$ cat src/sv/hsm_pkg.sv
// Shared constants for the halves sort-and-merge block.
`timescale 1ns / 1ps

package hsm_pkg;

    localparam int MAX_LEN = 32;
    localparam int CNT_W   = $clog2(MAX_LEN + 1);
    localparam int AW      = $clog2(MAX_LEN);
    localparam int DATA_W  = 32;

    typedef logic [CNT_W-1:0]  cnt_t;
    typedef logic [AW-1:0]     addr_t;
    typedef logic [DATA_W-1:0] word_t;

endpackage

$ cat src/sv/halves_sort_and_merge.sv
// Top level: list loader, per-half selection sort and merge.
//
//  channel | dir | payload                                  | handshake
//  s_      | in  | tdata[31:0] value, tlast final_element    | s_tvalid/s_tready
//  m_      | out | tdata[31:0] sorted_value, tlast           | m_tvalid/m_tready
//          |     | end_of_list, tuser overflowed            |
//
// Loading takes one cycle per transaction. After the final one, each half of
// n entries is sorted with one element store read per cycle, then the merge
// emits the results in order, reading the next element from the store after
// each result. s_tready is low from the final input until the last result
// is loaded into the output register.
// Reset (aresetn low, synchronous) clears count, overflow flag, output valid and state.
// A stalled m_ side holds the merge; the output register frees the loader.
`timescale 1ns / 1ps

module halves_sort_and_merge
    import hsm_pkg::*;
(
    input  logic        aclk,
    input  logic        aresetn,
    input  logic        s_tvalid,
    output logic        s_tready,
    input  logic [31:0] s_tdata,   // [31:0] value
    input  logic        s_tlast,
    output logic        m_tvalid,
    input  logic        m_tready,
    output logic [31:0] m_tdata,   // [31:0] sorted_value
    output logic        m_tlast,
    output logic        m_tuser    // [0] overflowed
);

    localparam logic [3:0] ST_IDLE      = 4'd0;
    localparam logic [3:0] ST_SEL_START = 4'd1;
    localparam logic [3:0] ST_SEL_FIRST = 4'd2;
    localparam logic [3:0] ST_SCAN      = 4'd3;
    localparam logic [3:0] ST_SWAP1     = 4'd4;
    localparam logic [3:0] ST_SWAP2     = 4'd5;
    localparam logic [3:0] ST_MRG_L     = 4'd6;
    localparam logic [3:0] ST_MRG_H     = 4'd7;
    localparam logic [3:0] ST_EMIT      = 4'd8;
    localparam logic [3:0] ST_FILL      = 4'd9;

    word_t mem [MAX_LEN];

    logic [3:0] state_reg, state_next;
    cnt_t  count_reg, count_next;
    logic  dropped_reg, dropped_next;
    logic  half_reg, half_next;
    cnt_t  i_reg, i_next;
    cnt_t  j_reg, j_next;
    cnt_t  midx_reg, midx_next;
    word_t cur_reg, cur_next;
    word_t min_reg, min_next;
    word_t lo_reg, lo_next;
    word_t hi_reg, hi_next;
    cnt_t  li_reg, li_next;
    cnt_t  ri_reg, ri_next;
    cnt_t  k_reg, k_next;
    logic  took_lo_reg, took_lo_next;
    word_t rdata_reg;
    logic  m_valid_reg, m_valid_next;
    word_t m_data_reg, m_data_next;
    logic  m_last_reg, m_last_next;
    logic  m_user_reg, m_user_next;

    logic  we;
    addr_t wa, ra;
    word_t wd;
    cnt_t  half_len, nh, base, len;
    logic  s_fire, out_free, take_lo, last_out;

    function automatic addr_t to_addr(input cnt_t x);
        return x[AW-1:0];
    endfunction

    assign s_tready = (state_reg == ST_IDLE);
    assign s_fire   = s_tvalid && s_tready;
    assign m_tvalid = m_valid_reg;
    assign m_tdata  = m_data_reg;
    assign m_tlast  = m_last_reg;
    assign m_tuser  = m_user_reg;

    assign half_len = count_reg >> 1;
    assign nh       = count_reg - half_len;
    assign base     = half_reg ? half_len : '0;
    assign len      = half_reg ? nh : half_len;
    assign out_free = !m_valid_reg || m_tready;
    assign take_lo  = (li_reg < half_len) &&
                      ((ri_reg >= nh) || ($signed(lo_reg) < $signed(hi_reg)));
    assign last_out = ((k_reg + cnt_t'(1)) == count_reg);

    always_comb begin
        state_next   = state_reg;
        count_next   = count_reg;
        dropped_next = dropped_reg;
        half_next    = half_reg;
        i_next       = i_reg;
        j_next       = j_reg;
        midx_next    = midx_reg;
        cur_next     = cur_reg;
        min_next     = min_reg;
        lo_next      = lo_reg;
        hi_next      = hi_reg;
        li_next      = li_reg;
        ri_next      = ri_reg;
        k_next       = k_reg;
        took_lo_next = took_lo_reg;
        m_valid_next = m_valid_reg && !m_tready;
        m_data_next  = m_data_reg;
        m_last_next  = m_last_reg;
        m_user_next  = m_user_reg;
        we = 1'b0;
        wa = '0;
        wd = s_tdata;
        ra = '0;
        unique case (state_reg)
            ST_IDLE: begin
                if (s_fire) begin
                    if (count_reg < cnt_t'(MAX_LEN)) begin
                        we         = 1'b1;
                        wa         = to_addr(count_reg);
                        count_next = count_reg + cnt_t'(1);
                    end else begin
                        dropped_next = 1'b1;
                    end
                    if (s_tlast) begin
                        state_next = ST_SEL_START;
                        half_next  = 1'b0;
                        i_next     = '0;
                    end
                end
            end
            ST_SEL_START: begin
                if ((i_reg + cnt_t'(1)) < len) begin
                    ra         = to_addr(base + i_reg);
                    state_next = ST_SEL_FIRST;
                end else if (!half_reg) begin
                    half_next = 1'b1;
                    i_next    = '0;
                end else begin
                    ra         = '0;
                    li_next    = '0;
                    ri_next    = '0;
                    k_next     = '0;
                    state_next = ST_MRG_L;
                end
            end
            ST_SEL_FIRST: begin
                cur_next   = rdata_reg;
                min_next   = rdata_reg;
                midx_next  = i_reg;
                j_next     = i_reg + cnt_t'(1);
                ra         = to_addr(base + i_reg + cnt_t'(1));
                state_next = ST_SCAN;
            end
            ST_SCAN: begin
                if ($signed(rdata_reg) < $signed(min_reg)) begin
                    min_next  = rdata_reg;
                    midx_next = j_reg;
                end
                if ((j_reg + cnt_t'(1)) < len) begin
                    ra     = to_addr(base + j_reg + cnt_t'(1));
                    j_next = j_reg + cnt_t'(1);
                end else begin
                    state_next = ST_SWAP1;
                end
            end
            ST_SWAP1: begin
                we         = 1'b1;
                wa         = to_addr(base + midx_reg);
                wd         = cur_reg;
                state_next = ST_SWAP2;
            end
            ST_SWAP2: begin
                we         = 1'b1;
                wa         = to_addr(base + i_reg);
                wd         = min_reg;
                i_next     = i_reg + cnt_t'(1);
                state_next = ST_SEL_START;
            end
            ST_MRG_L: begin
                lo_next    = rdata_reg;
                ra         = to_addr(half_len);
                state_next = ST_MRG_H;
            end
            ST_MRG_H: begin
                hi_next    = rdata_reg;
                state_next = ST_EMIT;
            end
            ST_EMIT: begin
                if (out_free) begin
                    m_valid_next = 1'b1;
                    m_data_next  = take_lo ? lo_reg : hi_reg;
                    m_last_next  = last_out;
                    m_user_next  = dropped_reg;
                    k_next       = k_reg + cnt_t'(1);
                    took_lo_next = take_lo;
                    if (take_lo) begin
                        li_next = li_reg + cnt_t'(1);
                        ra      = to_addr(li_reg + cnt_t'(1));
                    end else begin
                        ri_next = ri_reg + cnt_t'(1);
                        ra      = to_addr(half_len + ri_reg + cnt_t'(1));
                    end
                    if (last_out) begin
                        count_next   = '0;
                        dropped_next = 1'b0;
                        state_next   = ST_IDLE;
                    end else begin
                        state_next = ST_FILL;
                    end
                end
            end
            ST_FILL: begin
                if (took_lo_reg) begin
                    lo_next = rdata_reg;
                end else begin
                    hi_next = rdata_reg;
                end
                state_next = ST_EMIT;
            end
            default: begin
                state_next = ST_IDLE;
            end
        endcase
    end

    always_ff @(posedge aclk) begin
        if (we) begin
            mem[wa] <= wd;
        end
        rdata_reg <= mem[ra];
    end

    always_ff @(posedge aclk) begin
        if (!aresetn) begin
            state_reg   <= ST_IDLE;
            count_reg   <= '0;
            dropped_reg <= 1'b0;
            m_valid_reg <= 1'b0;
        end else begin
            state_reg   <= state_next;
            count_reg   <= count_next;
            dropped_reg <= dropped_next;
            m_valid_reg <= m_valid_next;
        end
        half_reg    <= half_next;
        i_reg       <= i_next;
        j_reg       <= j_next;
        midx_reg    <= midx_next;
        cur_reg     <= cur_next;
        min_reg     <= min_next;
        lo_reg      <= lo_next;
        hi_reg      <= hi_next;
        li_reg      <= li_next;
        ri_reg      <= ri_next;
        k_reg       <= k_next;
        took_lo_reg <= took_lo_next;
        m_data_reg  <= m_data_next;
        m_last_reg  <= m_last_next;
        m_user_reg  <= m_user_next;
    end

`ifndef SYNTHESIS
    a_count_bound: assert property (@(posedge aclk) disable iff (!aresetn)
        count_reg <= cnt_t'(MAX_LEN))
        else $error("element count above capacity");

    a_out_from_emit: assert property (@(posedge aclk) disable iff (!aresetn)
        $rose(m_valid_reg) |-> $past(state_reg) == ST_EMIT)
        else $error("result loaded outside merge");

    a_last_clears: assert property (@(posedge aclk) disable iff (!aresetn)
        (state_reg == ST_EMIT && out_free && last_out)
            |=> (count_reg == '0 && !dropped_reg && state_reg == ST_IDLE))
        else $error("list state not cleared after last result");

    a_merge_bounds: assert property (@(posedge aclk) disable iff (!aresetn)
        (state_reg == ST_EMIT) |-> (li_reg <= half_len && ri_reg <= nh))
        else $error("merge index past its half");
`endif

endmodule
$ cat config.mk
export PLATFORM = sky130hd
export DESIGN_NAME = halves_sort_and_merge
export DESIGN_NICKNAME = d
export VERILOG_FILES = /design/src/sv/hsm_pkg.sv /design/src/sv/halves_sort_and_merge.sv
export SDC_FILE = /design/constraint.sdc
export NUM_CORES = 2
export LEC_CHECK = 0
export ABC_AREA = 1
export ABC_CLOCK_PERIOD_IN_PS = 5600
export BUFFER_PORTS_ARGS = -buffer_cell sky130_fd_sc_hd__buf_2
export CAP_MARGIN = 20
export CORE_ASPECT_RATIO = 0.7
export CORE_UTILIZATION = 48
export CTS_CLUSTER_SIZE = 10
export DETAILED_ROUTE_END_ITERATION = 7
export PLACE_DENSITY_LB_ADDON = 0.2
export SKIP_CTS_REPAIR_TIMING = 1
export SLEW_MARGIN = 30
export SYNTH_ARGS = -nofsm -noshare
export SYNTH_HDL_FRONTEND = slang
export SYNTH_SLANG_ARGS = --single-unit
$ cat constraint.sdc
create_clock -name aclk -period 5.6 [get_ports aclk]
set_input_delay 1.4 -clock aclk [delete_from_list [all_inputs] [get_ports aclk]]
set_output_delay 1.4 -clock aclk [all_outputs]
set_load 0.01 [all_outputs]
==> results.md <==
* Status: finished, final reports clean
* Synthesis-to-layout area growth at 12.4%
* Crit path launch: count_reg[2]
* Clk root buf: clkbuf_16
* Mapped Cells at 5301
* Fin area at 64200 um^2
* Share of the synthesized area in the top cell type at 64.3%
* Via/cell ratio at 5.57
* Drt wl/cell at 22.6 um
* R2r setup slk at 430 ps
* Post-route DRC at 0
* CP Max Fanout at 17
* Setup TNS at 0 ps
* CTS tree: done
* Worst hold slack at 443 ps
* Post-DP HPWL at 88.5 mm
* Die height at 291 um
* DR vias at 39100
* Netlist cell types at 43
* Clk network pwr share at 28.5%
* Worst slack at placement at 405 ps
* CP Capture Type: register
* Critical path data arrival time at 5810 ps
* Gr ovfl total at 0
* Ys async rst share at 0%
* H-tree Lvls at 4
* R2R depth at 27
* Leak Pwr at 25.6 nW
* Tmin final at 5170 ps
* Most flops, register: mem
* Net Count, Synth at 5456
* TritonRoute pass-1 iters at 8
* NumNets Final at 5524
* Commonest non-fill, non-tap cell in the layout: edfxtp_1
* Clock-pin transition on the worst setup and hold timing paths at 60 ps
* RSZ-0062 raised after global routing: false
* # Max-Cap Violations at 0
* Endpoints failing hold at 0
* Most frequent cells in the layout: edfxtp_1, nand3_1, nand2_1, inv_1, nand3b_1
* Max clock buf depth at 3
* Final worst-path cycle share at 92.3%
* Input/output buffers at 72
* Critical Path End: rdata_reg[19]
* Max reg flops at 1024
* Largest net degree at the start of global routing at 169
* Crit Reg-Reg Startpoint: count_reg[2]
* Relative slew slack at 39.1%
* GP Congestion at 0.886
* Switching Fraction at 35.7%
* Initial Util at 48.6%
* TritonCTS Buffers at 145
* Max Fclk at 0.193 GHz
* Final wirelength at 159 mm
* Post-Syn Area at 57100 um^2
* # setup viols final at 0
* Max Slew Vio Count at 0
* Reg2reg end: rdata_reg[19]
* Die Wd at 414 um
* Register area share after synthesis at 65.8%
* First-pass GRT wire length at 238 mm
* Yosys warns at 0
* Core Area at 118000 um^2
* Post-synth EDFFs at 1223
* Pwr Total at 30.5 mW
* Maximum VDD drop at 0.000394 V
* Syn avg cell area at 10.8 um^2
* Clk sinks at 1267
* Nature of the critical path startpoint: register
* Flop pwr share at 40.3%
* Worst Path Required at 6240 ps
* Dominant cell type by area after synthesis: edfxtp_1
* Area after DPL at 59900 um^2
* Initial antenna violation count at 0
* Fraction of layout cells with a size suffix above 1 at 7.94%
* Starting DRT DRC Count at 4548
* Top FF cell, synth: edfxtp_1
* Die ar. at 120000 um^2
* Gate power share at 31.2%
* GRT Util Overall at 26.3%
* Detail Route Antenna Nets at 0
* Crit Path Class: register to register
* P_int at 19.6 mW
* Sw power at 10.9 mW
* HP Class: register to register
* Area contributors post-synth: edfxtp_1, nand3_1, nand2_1
* Vias in the first global route at 36900
* Clk_lat worst skew at 770 ps
* Actual slew at the worst max-slew pin at 911 ps
* Power per Cell Area at 476 nW/um^2
* Clock Skews at 26.0 ps
* Seq cells post-synth at 1267
* # IOs at 73
* Setup slack after layout at 430 ps
* Row count at 105
worst min path at each step:
stage,endpoint,from,cells past startpoint,slack [ps]
3_3_place_gp,m_tuser,dropped_reg,0,420
4_1_cts,m_tuser,dropped_reg,0,440
3_5_place_dp,m_tuser,dropped_reg,0,420
2_1_floorplan,m_tuser,dropped_reg,0,410
5_1_grt,m_tuser,dropped_reg,0,460
6_report,m_tuser,dropped_reg,0,440
kinds of logic after synthesis:
group / Yosys count / synth area share [%]
flip-flops: 1267 / 65.8
buffers and inverters: 1077 / 7.61
XOR/XNOR: 39 / 0.598
adder cells (fa/ha/maj): 118 / 2.65
AO/OA/AOI/OAI: 199 / 2.05
AND/OR/NAND/NOR: 2601 / 21.2
per-stage QoR:
| stage | instances | utilization (%) |
|---|---|---|
| after detailed placement | 6770 | 51.0 |
| after CTS | 7016 | 54.5 |
| final | 7020 | 54.6 |
| after global routing | 7019 | 54.6 |
| after global placement | 6770 | 51.0 |
| after floorplan | 5301 | - |
power by group through the flow:
stage / logic, mW / registers [mW] / clock network, mW
after floorplan: 6.34 / 12.2 / 0
after global placement: 9.30 / 12.5 / 0
after detailed placement: 9.37 / 12.5 / 0
after CTS: 9.42 / 12.3 / 8.83
after global routing: 10.5 / 12.3 / 9.21
final: 9.52 / 12.3 / 8.72
synth_stat cells, types with 2 or more instances:
cell / count
edfxtp_1: 1223
nand3_1: 1122
nand2_1: 1097
inv_1: 777
nand3b_1: 228
buf_2: 154
nor2_1: 114
ha_1: 113
clkbuf_1: 79
o21ai_0: 69
a21oi_1: 66
dfxtp_1: 44
o211ai_1: 36
buf_1: 32
buf_4: 30
xor2_1: 29
nor3_1: 15
xnor2_1: 10
nand4_1: 8
o21a_1: 7
fa_1: 5
o221ai_1: 4
or2_2: 4
clkinv_1: 3
nor4_1: 3
o21ai_1: 3
a211oi_1: 2
a21o_1: 2
and2_1: 2
inv_2: 2
nor2_2: 2
nor3_4: 2
nor3b_1: 2
o2111ai_1: 2
o31ai_1: 2
critical path: stages, from the launching register on:
cell and delay (ps):
dfxtp_1 490, inv_1 270, ha_1 340, nand3_1 80
and2_1 150, inv_1 50, a21oi_1 120, nor2_1 70
o21ai_0 210, nand2_1 130, ha_1 300, nand2_1 130
nor2_1 60, o21ai_0 90, o211ai_1 140, nor2_1 120
nand3_1 160, nand2_2 180, clkinv_1 200, nor2_1 130
nor3_1 70, nor3_2 250, clkinv_2 510, buf_4 410
nand3_1 110, nand2_1 70, nand2_1 130, nand2_1 70
final cells by class:
class / count / area, um^2
fillers: 9966 / 53400
flip-flops and latches: 1267 / 37600
multi-input cells: 2957 / 15500
clock buffers: 231 / 4040
inverters: 782 / 2950
repair buffers: 216 / 2000
well taps: 1551 / 1940
clock inverters: 15 / 176
diodes: 1 / 2.50
routing by layer:
layer  part of all wire, %  track usage [%]  up-vias
li1                      -                -    18200
met1                    45             39.4    18900
met2                    43             38.3     1792
met3                   9.2             5.10      256
met4                   2.7             8.58        0
met5                     0                0        -
No activity file was read; power rests on OpenSTA's default activity.
